<file path="src/rtl/assert_macros.svh">
// Assertion helpers shared by the RTL. Synthesis builds define SYNTHESIS,
// which turns every check into nothing.
`ifndef ASSERT_MACROS_SVH
`define ASSERT_MACROS_SVH

`ifndef SYNTHESIS

`define ASSERT_AR(label, prop, msg) \
	label: assert property (@(posedge clk) disable iff (!arst_n) prop) else $error(msg);

`define ASSERT_NEVER(label, cond, msg) \
	`ASSERT_AR(label, !(cond), msg)

`else

`define ASSERT_AR(label, prop, msg)

`define ASSERT_NEVER(label, cond, msg)

`endif

`endif

</file>
<file path="src/rtl/phs_pkg.sv">
`default_nettype none

package phs_pkg;

	localparam int KEY_BITS     = 64;
	localparam int IN_KEY_BITS  = 64;
	localparam int BUCKETS      = 64;
	localparam int WAYS         = 4;
	localparam int HASH_SHIFT   = 3;
	localparam int BUCKET_BITS  = (BUCKETS > 1) ? $clog2(BUCKETS) : 1;
	localparam int WAY_BITS     = (WAYS > 1) ? $clog2(WAYS) : 1;
	localparam int SLOTS        = BUCKETS * WAYS;
	localparam int CNT_BITS     = $clog2(SLOTS + 1);
	localparam int ROW_BITS     = WAYS * KEY_BITS;
	localparam int OUT_CNT_BITS = 9;

	// The queue depth must be a power of two so that the pointers wrap freely.
	localparam int QDEPTH    = 2;
	localparam int QPTR_BITS = (QDEPTH > 1) ? $clog2(QDEPTH) : 1;
	localparam int QCNT_BITS = $clog2(QDEPTH + 1);

	typedef enum logic {
		PHS_INSERT = 1'b0,
		PHS_QUERY  = 1'b1
	} phs_kind_t;

	typedef enum logic {
		PHS_IDLE,
		PHS_EVAL
	} phs_state_t;

	typedef struct packed {
		phs_kind_t               kind;
		logic [KEY_BITS-1:0]    key;
		logic [BUCKET_BITS-1:0] bucket;
	} phs_item_t;

	typedef struct packed {
		logic push;
		logic full;
	} phs_push_t;

	typedef struct packed {
		logic pop;
		logic empty;
	} phs_pop_t;

endpackage

`default_nettype wire

</file>
<file path="src/rtl/phs_queue.sv">
`default_nettype none
`include "assert_macros.svh"

module phs_queue (
	input  wire logic               clk,
	input  wire logic               arst_n,
	input  wire phs_pkg::phs_push_t push_ctl,
	input  wire phs_pkg::phs_item_t push_item,
	output logic                    full,
	input  wire logic               pop,
	output phs_pkg::phs_item_t      pop_item,
	output logic                    empty
);
	import phs_pkg::*;

	phs_item_t              entry_q [QDEPTH];
	logic [QPTR_BITS-1:0]   wr_ptr_q;
	logic [QPTR_BITS-1:0]   rd_ptr_q;
	logic [QCNT_BITS-1:0]   cnt_q;
	logic                   do_push;
	logic                   do_pop;

	assign full     = (cnt_q == QCNT_BITS'(QDEPTH));
	assign empty    = (cnt_q == '0);
	assign do_push  = push_ctl.push && !full;
	assign do_pop   = pop && !empty;
	assign pop_item = entry_q[rd_ptr_q];

	always_ff @(posedge clk) begin
		if (do_push) begin
			entry_q[wr_ptr_q] <= push_item;
		end
	end

	always_ff @(posedge clk or negedge arst_n) begin
		if (!arst_n) begin
			wr_ptr_q <= '0;
			rd_ptr_q <= '0;
			cnt_q    <= '0;
		end else begin
			if (do_push) begin
				wr_ptr_q <= wr_ptr_q + QPTR_BITS'(1);
			end
			if (do_pop) begin
				rd_ptr_q <= rd_ptr_q + QPTR_BITS'(1);
			end
			if (do_push && !do_pop) begin
				cnt_q <= cnt_q + QCNT_BITS'(1);
			end else if (do_pop && !do_push) begin
				cnt_q <= cnt_q - QCNT_BITS'(1);
			end
		end
	end

	`ASSERT_NEVER(a_full_seen, push_ctl.full != full, "front and queue disagree on full")
	`ASSERT_NEVER(a_cnt_range, cnt_q > QCNT_BITS'(QDEPTH), "queue count out of range")

endmodule

`default_nettype wire

</file>
<file path="config.mk">
export PLATFORM = sky130hd
export DESIGN_NAME = phs_queue
export DESIGN_NICKNAME = d
export VERILOG_FILES = /design/src/rtl/phs_pkg.sv /design/src/rtl/phs_queue.sv
export VERILOG_INCLUDE_DIRS = /design/src /design/src/rtl
export SDC_FILE = /design/constraint.sdc
export NUM_CORES = 1
export LEC_CHECK = 0
export BUFFER_PORTS_ARGS = -buffer_cell sky130_fd_sc_hd__buf_2
export CORE_MARGIN = 1.5
export CORE_UTILIZATION = 35
export CTS_CLUSTER_DIAMETER = 200
export DETAILED_ROUTE_END_ITERATION = 10
export PLACE_DENSITY = 0.66
export SYNTH_ARGS = -nofsm -noshare
export SYNTH_HDL_FRONTEND = slang
export SYNTH_SLANG_ARGS = --single-unit
</file>
<file path="constraint.sdc">
create_clock -name clk -period 5.6 [get_ports clk]
set_clock_uncertainty 0.05 [all_clocks]
set_input_delay 0 -clock clk [delete_from_list [all_inputs] [get_ports clk]]
set_output_delay 0 -clock clk [all_outputs]
set_load 0.05 [all_outputs]
</file>
==> results.md <==
* Worst skew pair latency at about 0.4 ns
* Placeable Area at roughly 0.016 sq mm
* Final setup vio count at 0
* Crit. End Element: primary output
* Root buf cell: clkbuf_16
* Drt drc at 0
* Slowest CP cell: dfrtp_4
* Synthesized Nets at about 320
* Top Layer Used: met4
* Sw Share at 0.390
* Setup TNS at 0 ns
* VDD IR max at between 0.3 and 0.4 mV
* Clock tree buffer depth at 2
* CP Launch Type: flip-flop
* Fmax at between 300 and 400 MHz
* Largest net degree at the start of global routing at 72
* PortBufs at roughly 150
* Area of the multi-input gates at 0.00116 sq mm
* Crit Path Max Fanout at 39
* Yosys reg bits at 146
* Most frequent cells in the layout: 147 x buf_2, 142 x edfxtp_1, 75 x dlygate4sd3_1
* Area Overhead vs Synth at 38.2%
* ANT cells at 0
* Initial Util at 0.358
* Fin crit share at 0.465
* Final slew viol count at 0
* Clk slew on worst S/H paths at 0.05 ns
* Global-route wire length before repair at roughly 15000 um
* Commonest non-fill, non-tap cell in the layout: buf_2
* Drt pass-1 iters at 4
* # IOs at about 150
* RR Startpoint: cnt_q[0]
* Hold Crit Start: push_item[52]
* Final Hold Fails at 0
* Mux share of post-synthesis cell area at 0.187
* Starting DRT DRC Count at 100
* Post-layout util at 0.495
* Critical path data required time at around 5.6 ns
* YS warnings at 0
* Simple-gate share of the synthesized area at 0.00485
* Placer congestion estimate at between 0.6 and 0.7
* Post-synthesis cell count at between 200 and 250
* WL/cell at 14.2 um
* Sequential share of power at 0.361
* Post-synthesis xor/xnor area fraction at 0.00772
* Ratio of cells with drive above 1 in the final layout at 0.502
* Clk pwr share at 0.225
* TritonCTS Buffers at 17
* NetSw at 1770 uW
* Die area at ~0.017 sq mm
* Syn_area_per_cell at roughly 24 sq um
* Power after layout at about 4500 uW
* Reg2Reg Setup Slack at approximately 3.2 ns
* Worst rel slew slack at 0.327
* Min-Delay Path Class: input port to flip-flop
* DIE HEIGHT at roughly 130 um
* Drt total wl at 9940 um
* Antenna-violating nets left at 0
* CP cell instances: buf_4 -> mux2_4 -> buf_2
* CTS Sinks at 146
* Crit path from: rd_ptr_q
* Sequential element share of the synthesized area at 0.770
* FF+latch area at about 0.0044 sq mm
* Synthesized-area fraction occupied by adder cells at 0.00221
* Hold WS at 0.264 ns
* Metal2 WL at approximately 5100 um
* CTS tree: done
* Global-route usage over all layers at 0.121
* Max cap viols at 0
* Vias at ~2.9k
* Library cells used by synthesis at 15
* Final min period at approximately 2.6 ns
* Complex-gate fraction of the synthesized area at 0.000883
* Int Pwr at between 2000 and 3000 uW
* Largest family of logic cells by synthesized area: multiplexers
* Worst-Margin Slew at between 1 and 1.5 ns
* Reg-to-Reg End: entry_q[0][64]
* Die Width at between 100 and 150 um
* Total gr overflow at 0
* Worst setup endpoint: pop_item[29]
* Gate power share at 0.414
* Net total in the final layout at 552
* Status: finished, final reports clean
* Vias in the first global route at approximately 3.1k
* R2R cell count at 4
* Filler Cell Count at between 1k and 1.5k
* Pwr dens at between 500 and 600 mW/mm^2
* Unrepaired setup endpoints after global routing: no
* Leak pwr at approximately 0.0032 uW
* Slowest stage delay, CP at between 0.8 and 0.9 ns
* Placed wire-length estimate at between 6000 and 7000 um
* Worst EP arrival at about 2.6 ns
* H-tree depth at 4
* Initial antenna violation count at 0
* Met3 wire len at ~590 um
* DRT met1 WL at just over 4000 um
* Vias/cell at roughly 4.2
* Rows at between 40 and 50
* Netlist Area Pre-Place at around 0.0057 sq mm
* Critical path class: flip-flop to primary output
==> logic make-up (layout without fill, tap and decap cells) <==
kind of cell,after synthesis,count (layout)
buf+inv,10,256
fa+ha+maj,1,1
simple gates,6,6
compound gates,1,1
mux,71,71
flops,146,146
xor+xnor,5,5
==> routing by layer <==
metal / track usage / vias up
met5: 0 / -
met4: 0.0529 / 0
met3: 0.0463 / 9
met2: 0.203 / 95
met1: 0.139 / 1415
li1: - / 1411
==> power groups by stage <==
stage,combinational (uW),sequential [uW],clock (uW)
after floorplan,1690,1590,0
after global placement,1850,1650,0
after detailed placement,1870,1660,0
after CTS,1910,1640,1050
after global routing,1970,1660,1100
final,1880,1640,1020
==> what timing repair did <==
action	CTS	global route
hold buffers	75	0
resized for setup	0	0
hold endpoints to repair	148	0
setup buffers	0	0
==> layout make-up <==
type                            count  area share
Inverter                            2    0.000958
Sequential cell                   146       0.557
Clock buffer                       19      0.0552
Timing Repair Buffer              224       0.192
Tap cell                          216      0.0345
Clock inverter                     11      0.0123
Multi-Input combinational cell     84       0.148
==> registers in the layout, summed over array words and instances (netlist names) <==
name	cells
entry_q	142
cnt_q	2
rd_ptr_q	1
wr_ptr_q	1
==> Yosys cell counts <==
master | n | area [sq um]
and3_1 | 1 | 6.26
mux2_2 | 2 | 22.5
inv_1 | 2 | 7.51
nand2b_1 | 1 | 6.26
mux2_4 | 69 | 1040
ha_1 | 1 | 12.5
edfxtp_1 | 142 | 4260
buf_6 | 1 | 11.3
nor2_1 | 3 | 11.3
xnor2_1 | 3 | 26.3
buf_12 | 7 | 140
o21ai_1 | 1 | 5.00
xor2_1 | 2 | 17.5
dfrtp_1 | 4 | 100
nand2_1 | 1 | 3.75
==> per-stage QoR <==
stage / instance area (sq um) / setup slack, ns / std cells
after floorplan: 5670 / 1.44 / 240
after global placement: 6560 / 3.13 / 597
after detailed placement: 6560 / 3.07 / 597
after CTS: 7840 / 2.91 / 702
after global routing: 7840 / 2.86 / 702
final: 7840 / 2.99 / 702
==> how the worst min path moves through the flow <==
stage	endpoint	cells after the start
after floorplan	cnt_q[0]	0
after global placement	cnt_q[1]	1
after detailed placement	cnt_q[1]	1
after CTS	entry_q[1][28]	2
after global routing	entry_q[1][45]	2
final	entry_q[0][52]	2
==> critical path, delay by kind of cell, from the launching register on <==
| kind | cells | cell delay, ns |
|---|---|---|
| flops | 1 | 0.84 |
| buf+inv | 2 | 0.90 |
| mux | 1 | 0.36 |
No activity file was read; power rests on OpenSTA's default activity.
