## config.mk

```make
export PLATFORM = sky130hd
export DESIGN_NAME = phs_front_flat
export DESIGN_NICKNAME = d
export VERILOG_FILES = /design/src/rtl/assert_macros.svh /design/src/rtl/phs_pkg.sv /design/src/rtl/phs_ifs.sv /design/src/rtl/phs_front.sv /design/src/flat_wrapper.sv
export SDC_FILE = /design/constraint.sdc
export NUM_CORES = 1
export LEC_CHECK = 0
export BUFFER_PORTS_ARGS = -buffer_cell sky130_fd_sc_hd__buf_2
export CAP_MARGIN = 20
export CORE_MARGIN = 2
export CORE_UTILIZATION = 42
export CTS_BUF_LIST = sky130_fd_sc_hd__clkbuf_8
export DETAILED_ROUTE_END_ITERATION = 8
export HOLD_SLACK_MARGIN = 0.1
export MAX_ROUTING_LAYER = met4
export PLACE_DENSITY = 0.9
export SETUP_SLACK_MARGIN = 0.15
export SKIP_LAST_GASP = 1
export SYNTH_ARGS = -nofsm -noshare
export SYNTH_HDL_FRONTEND = slang
export SYNTH_SLANG_ARGS = --single-unit
```

## constraint.sdc

```tcl
create_clock -name clk -period 3.6 [get_ports clk]
set_input_delay 0.72 -clock clk [delete_from_list [all_inputs] [get_ports clk]]
set_output_delay 0.72 -clock clk [all_outputs]
set_load 0.05 [all_outputs]
```

## src/rtl/assert_macros.svh

```systemverilog
// Assertion helpers shared by the RTL. Synthesis builds define SYNTHESIS,
// which turns every check into nothing.
`ifndef ASSERT_MACROS_SVH
`define ASSERT_MACROS_SVH

`ifndef SYNTHESIS

`define ASSERT_AR(label, prop, msg) \
	label: assert property (@(posedge clk) disable iff (!arst_n) prop) else $error(msg);

`define ASSERT_NEVER(label, cond, msg) \
	`ASSERT_AR(label, !(cond), msg)

`else

`define ASSERT_AR(label, prop, msg)

`define ASSERT_NEVER(label, cond, msg)

`endif

`endif

```

## src/rtl/phs_pkg.sv

```systemverilog
`default_nettype none

package phs_pkg;

	localparam int KEY_BITS     = 64;
	localparam int IN_KEY_BITS  = 64;
	localparam int BUCKETS      = 64;
	localparam int WAYS         = 4;
	localparam int HASH_SHIFT   = 3;
	localparam int BUCKET_BITS  = (BUCKETS > 1) ? $clog2(BUCKETS) : 1;
	localparam int WAY_BITS     = (WAYS > 1) ? $clog2(WAYS) : 1;
	localparam int SLOTS        = BUCKETS * WAYS;
	localparam int CNT_BITS     = $clog2(SLOTS + 1);
	localparam int ROW_BITS     = WAYS * KEY_BITS;
	localparam int OUT_CNT_BITS = 9;

	// The queue depth must be a power of two so that the pointers wrap freely.
	localparam int QDEPTH    = 2;
	localparam int QPTR_BITS = (QDEPTH > 1) ? $clog2(QDEPTH) : 1;
	localparam int QCNT_BITS = $clog2(QDEPTH + 1);

	typedef enum logic {
		PHS_INSERT = 1'b0,
		PHS_QUERY  = 1'b1
	} phs_kind_t;

	typedef enum logic {
		PHS_IDLE,
		PHS_EVAL
	} phs_state_t;

	typedef struct packed {
		phs_kind_t               kind;
		logic [KEY_BITS-1:0]    key;
		logic [BUCKET_BITS-1:0] bucket;
	} phs_item_t;

	typedef struct packed {
		logic push;
		logic full;
	} phs_push_t;

	typedef struct packed {
		logic pop;
		logic empty;
	} phs_pop_t;

endpackage

`default_nettype wire

```

## src/rtl/phs_ifs.sv

```systemverilog
`default_nettype none

interface phs_req_if;
	logic        valid;
	logic        ready;
	logic        kind;
	logic [63:0] key;

	modport source (output valid, output kind, output key, input ready);
	modport sink (input valid, input kind, input key, output ready);
endinterface


`default_nettype wire

```

## src/rtl/phs_front.sv

```systemverilog
`default_nettype none

module phs_front (
	input  wire logic          clk,
	input  wire logic          arst_n,
	phs_req_if.sink            req,
	output phs_pkg::phs_push_t push_ctl,
	output phs_pkg::phs_item_t push_item,
	input  wire logic          q_full
);
	import phs_pkg::*;

	logic                    valid_s1;
	phs_item_t               item_s1;
	logic                    take;
	logic [KEY_BITS-1:0]     key_m;
	logic [IN_KEY_BITS-1:0]  key_ext;

	assign key_m   = req.key[KEY_BITS-1:0];
	assign key_ext = IN_KEY_BITS'(key_m);

	assign req.ready = !valid_s1 || !q_full;
	assign take      = req.valid && req.ready;

	always_ff @(posedge clk) begin
		if (take) begin
			item_s1.kind   <= phs_kind_t'(req.kind);
			item_s1.key    <= key_m;
			item_s1.bucket <= BUCKET_BITS'(key_ext >> HASH_SHIFT);
		end
	end

	always_ff @(posedge clk or negedge arst_n) begin
		if (!arst_n) begin
			valid_s1 <= 1'b0;
		end else if (take) begin
			valid_s1 <= 1'b1;
		end else if (!q_full) begin
			valid_s1 <= 1'b0;
		end
	end

	assign push_ctl.push = valid_s1;
	assign push_ctl.full = q_full;
	assign push_item     = item_s1;

endmodule

`default_nettype wire

```

## src/flat_wrapper.sv

```systemverilog
// flat-port wrapper written by rule: the top's interface ports become plain ports
module phs_front_flat import phs_pkg::*;
  (clk, arst_n, push_ctl, push_item, q_full, req_valid, req_kind, req_key, req_ready);
  phs_req_if req_i ();
  input  wire logic clk;
  input  wire logic arst_n;
  output phs_pkg::phs_push_t push_ctl;
  output phs_pkg::phs_item_t push_item;
  input  wire logic q_full;
  input wire logic [$bits(req_i.valid)-1:0] req_valid;
  input wire logic [$bits(req_i.kind)-1:0] req_kind;
  input wire logic [$bits(req_i.key)-1:0] req_key;
  output wire logic [$bits(req_i.ready)-1:0] req_ready;
  assign req_i.valid = req_valid;
  assign req_i.kind = req_kind;
  assign req_i.key = req_key;
  assign req_ready = req_i.ready;
  phs_front u_core (.clk(clk), .arst_n(arst_n), .req(req_i), .push_ctl(push_ctl), .push_item(push_item), .q_full(q_full));
endmodule
```

==> summary.md <==
| Metric | Value |
|---|---|
| Status | completed |
| Core Rows | 25 |
| Largest cells by area after synthesis | edfxtp_1, buf_4, dfrtp_1, a21boi_2, a21o_1 |
| Met2 Use GR | 0.2431 |
| Final ANT Viol Nets | 0 |
| Placed inst area | 2821 µm² |
| Die height | roughly 74 µm |
| Multi-input gate area | between 30 and 40 µm² |
| Antenna Diode Count | 0 |
| Wirelength per Cell | between 10 and 15 µm |
| Sum Neg Setup Slack | 0 ns |
| Register area | 1977 µm² |
| Worst Skew | between 0.006 and 0.007 ns |
| Slew HR | 0.4179 |
| Slowest CP cell | buf_2 |
| Via density | around 4.4 |
| Core box area | between 4000 and 5000 µm² |
| Crit path buffers/inverters | 2 |
| Final core occ | 0.6344 |
| Critical path data arrival time | 1.16 ns |
| Sink Count | 66 |
| Initial antenna violation count | 0 |
| CTS buffer count | 9 |
| Worst-Skew Late Latency | 0.32 ns |
| GR peak layer | met2 |
| Met1 Use GR | 0.1682 |
| Setup bufs post-CTS | 0 |
| Hold Vio Cnt, Final | 0 |
| Hold Buf Count CTS | 0 |
| Drt first pass iters | 4 |
| Vias | around 1,300 |
| Synthesized area per cell | about 27 µm² |
| Layout fillers | around 330 |
| Area leader, netlist | edfxtp_1 |
| Worst-margin pin slew | about 0.87 ns |
| Peak VDD IR | about 0.00029 V |
| CTS Root Cell | clkbuf_8 |
| Drt total wl | 4068 µm |
| IO Count | approximately 140 |
| Total grt overflow | 0 |
| Leakage power | 1.312 nW |
| Max-cap violations | 0 |
| Clock slew seen by the registers of the worst setup and hold paths | ~0.06 ns |
| Commonest non-fill, non-tap cell in the layout | buf_2 |
| Clock buffer depth | 2 |
| Final Max Slew Viols | 0 |
| Full die area | about 5500 µm² |
| All-layer global routing usage | 0.1559 |
| Delay of the slowest critical-path stage | ~0.26 ns |
| CP Launch Type | primary input |
| DRT iter0 DRCs | 68 |
| H-tree Lvls | 3 |
| Cell Area, Synth | roughly 2100 µm² |
| Global-route wire length before repair | ~5700 µm |
| Synthesized Nets | 146 |
| Class of the worst hold path | in2async |
| Synthesis-to-finish area growth | 45.50% |
| Synthesized instance count | 77 |
| CTS tree | done |
| Critical path's top delay family | buffers and inverters |
| Seq cells post-synth | 66 |
| CP Class | in2out |
| Vias in the first global route | ~1,200 |
| Crit path cell chain | buf_2 > nand2_1 > buf_2 |
| Most frequent cells in the layout | buf_2, edfxtp_1, clkbuf_8 |
| Critical path's most frequent cell | buf_2 |
| Power Density | approximately 570 nW/µm² |
| Post-DP HPWL | ~3000 µm |
| Final setup fails | 0 |
| Sequential area share after synthesis | 0.9599 |
| Area share of the largest cell type after synthesis | 0.9478 |
| Period utilization | 0.5230 |
| Largest net degree at the start of global routing | 42 |
| Seq pwr share | 0.528 |
| Pint | between 1 and 1.5 mW |
| Post-cts gate resize count | 0 |
| Net total in the final layout | 292 |
| Post-layout min period | around 1.9 ns |
| Combinational group share of total power | 0.152 |
| Width of the die | roughly 74 µm |
| Grt met3 use | 0.06098 |
| Switch share | 0.2656 |
| P_sw | about 460 µW |
| Crit-path max FO | 4 |
| RePlAce Congestion | between 0.7 and 0.8 |
| Final instance area | roughly 3000 µm² |
| PnR Total Power | 1.717 mW |
| Fmax | between 0.5 and 0.6 GHz |
| Crit end category | primary output |
| Yosys cell types | 6 |
| Worst EP required | around 2.9 ns |
| Port Buffers | 142 |
| Share of cells above drive strength 1 | 0.6872 |
| Initial Utilization | 0.4360 |
| Yosys warns | 0 |
| Clk pwr share | 0.320 |
| Post-route DRC | 0 |
| RSZ-0062 raised after global routing | false |
-- flip-flops by register name, indices dropped and copies added (netlist names) --
| name | cells |
|---|---|
| u_core.push_item | 65 |
| u_core.valid_s1 | 1 |
-- cells in the mapped netlist --
master     n
a21o_1     1
nand2_1    1
a21boi_2   1
edfxtp_1  65
buf_4      8
dfrtp_1    1
-- per-layer routing --
metal,share of wire,wire (µm),vias up
met2,0.49,1973,92
met3,0.13,525,8
met5,0,0,-
li1,-,-,587
met1,0.36,1470,594
met4,0.024,99,0
-- through the flow --
step / std cells / setup WS (ns) / hold slack (ns)
after CTS: 294 / 1.712 / 0.1423
after global placement: 279 / 1.433 / 0.4969
after floorplan: 77 / 0.5640 / 0.4244
after detailed placement: 279 / 1.376 / 0.4964
after global routing: 294 / 1.624 / 0.1373
final: 294 / 1.717 / 0.1552
-- worst paths after layout --
| kind | slack (ns) | cells after the start | end | start |
|---|---|---|---|---|
| hold reg to reg | 0.60 | 1 | u_core.valid_s1 | u_core.valid_s1 |
| max in group asynchronous | 3.36 | 1 | u_core.valid_s1 | arst_n |
| min in group clk | 0.56 | 1 | u_core.push_item[37] | req_key[31] |
| hold / removal | 0.16 | 1 | u_core.valid_s1 | arst_n |
| setup / recovery | 1.72 | 3 | req_ready | q_full |
| setup reg to reg | 1.80 | 2 | u_core.push_item[49] | u_core.valid_s1 |
-- kinds of logic (layout without fill, tap and decap cells) --
logic type      after synthesis  in the layout  share of synthesized area
simple gates                  1              1                   0.001821
flops                        66             66                     0.9599
compound gates                2              2                   0.009114
buf+inv                       8            158                    0.02916
-- worst register-to-register path: cells and delay by family, from the launching register on --
kind	cells	cell delay (ns)
compound gates	1	0.71
buf+inv	1	0.33
flops	1	0.43
-- power groups by stage --
stage | clock [mW] | sequential, mW | combinational (mW)
3_5_place_dp | 0 | 0.923 | 0.264
4_1_cts | 0.565 | 0.907 | 0.263
6_report | 0.549 | 0.906 | 0.262
3_3_place_gp | 0 | 0.922 | 0.259
5_1_grt | 0.595 | 0.910 | 0.273
2_1_floorplan | 0 | 1.07 | 0.0423
-- cell type report --
cell class | count | area share
clock buffer | 9 | 0.04134
timing repair buffer | 143 | 0.2438
multi-input combinational | 3 | 0.01002
clock inverter | 6 | 0.01712
tap | 67 | 0.02797
sequential | 66 | 0.6597
Note: power is estimated with default switching activity, not from simulation.
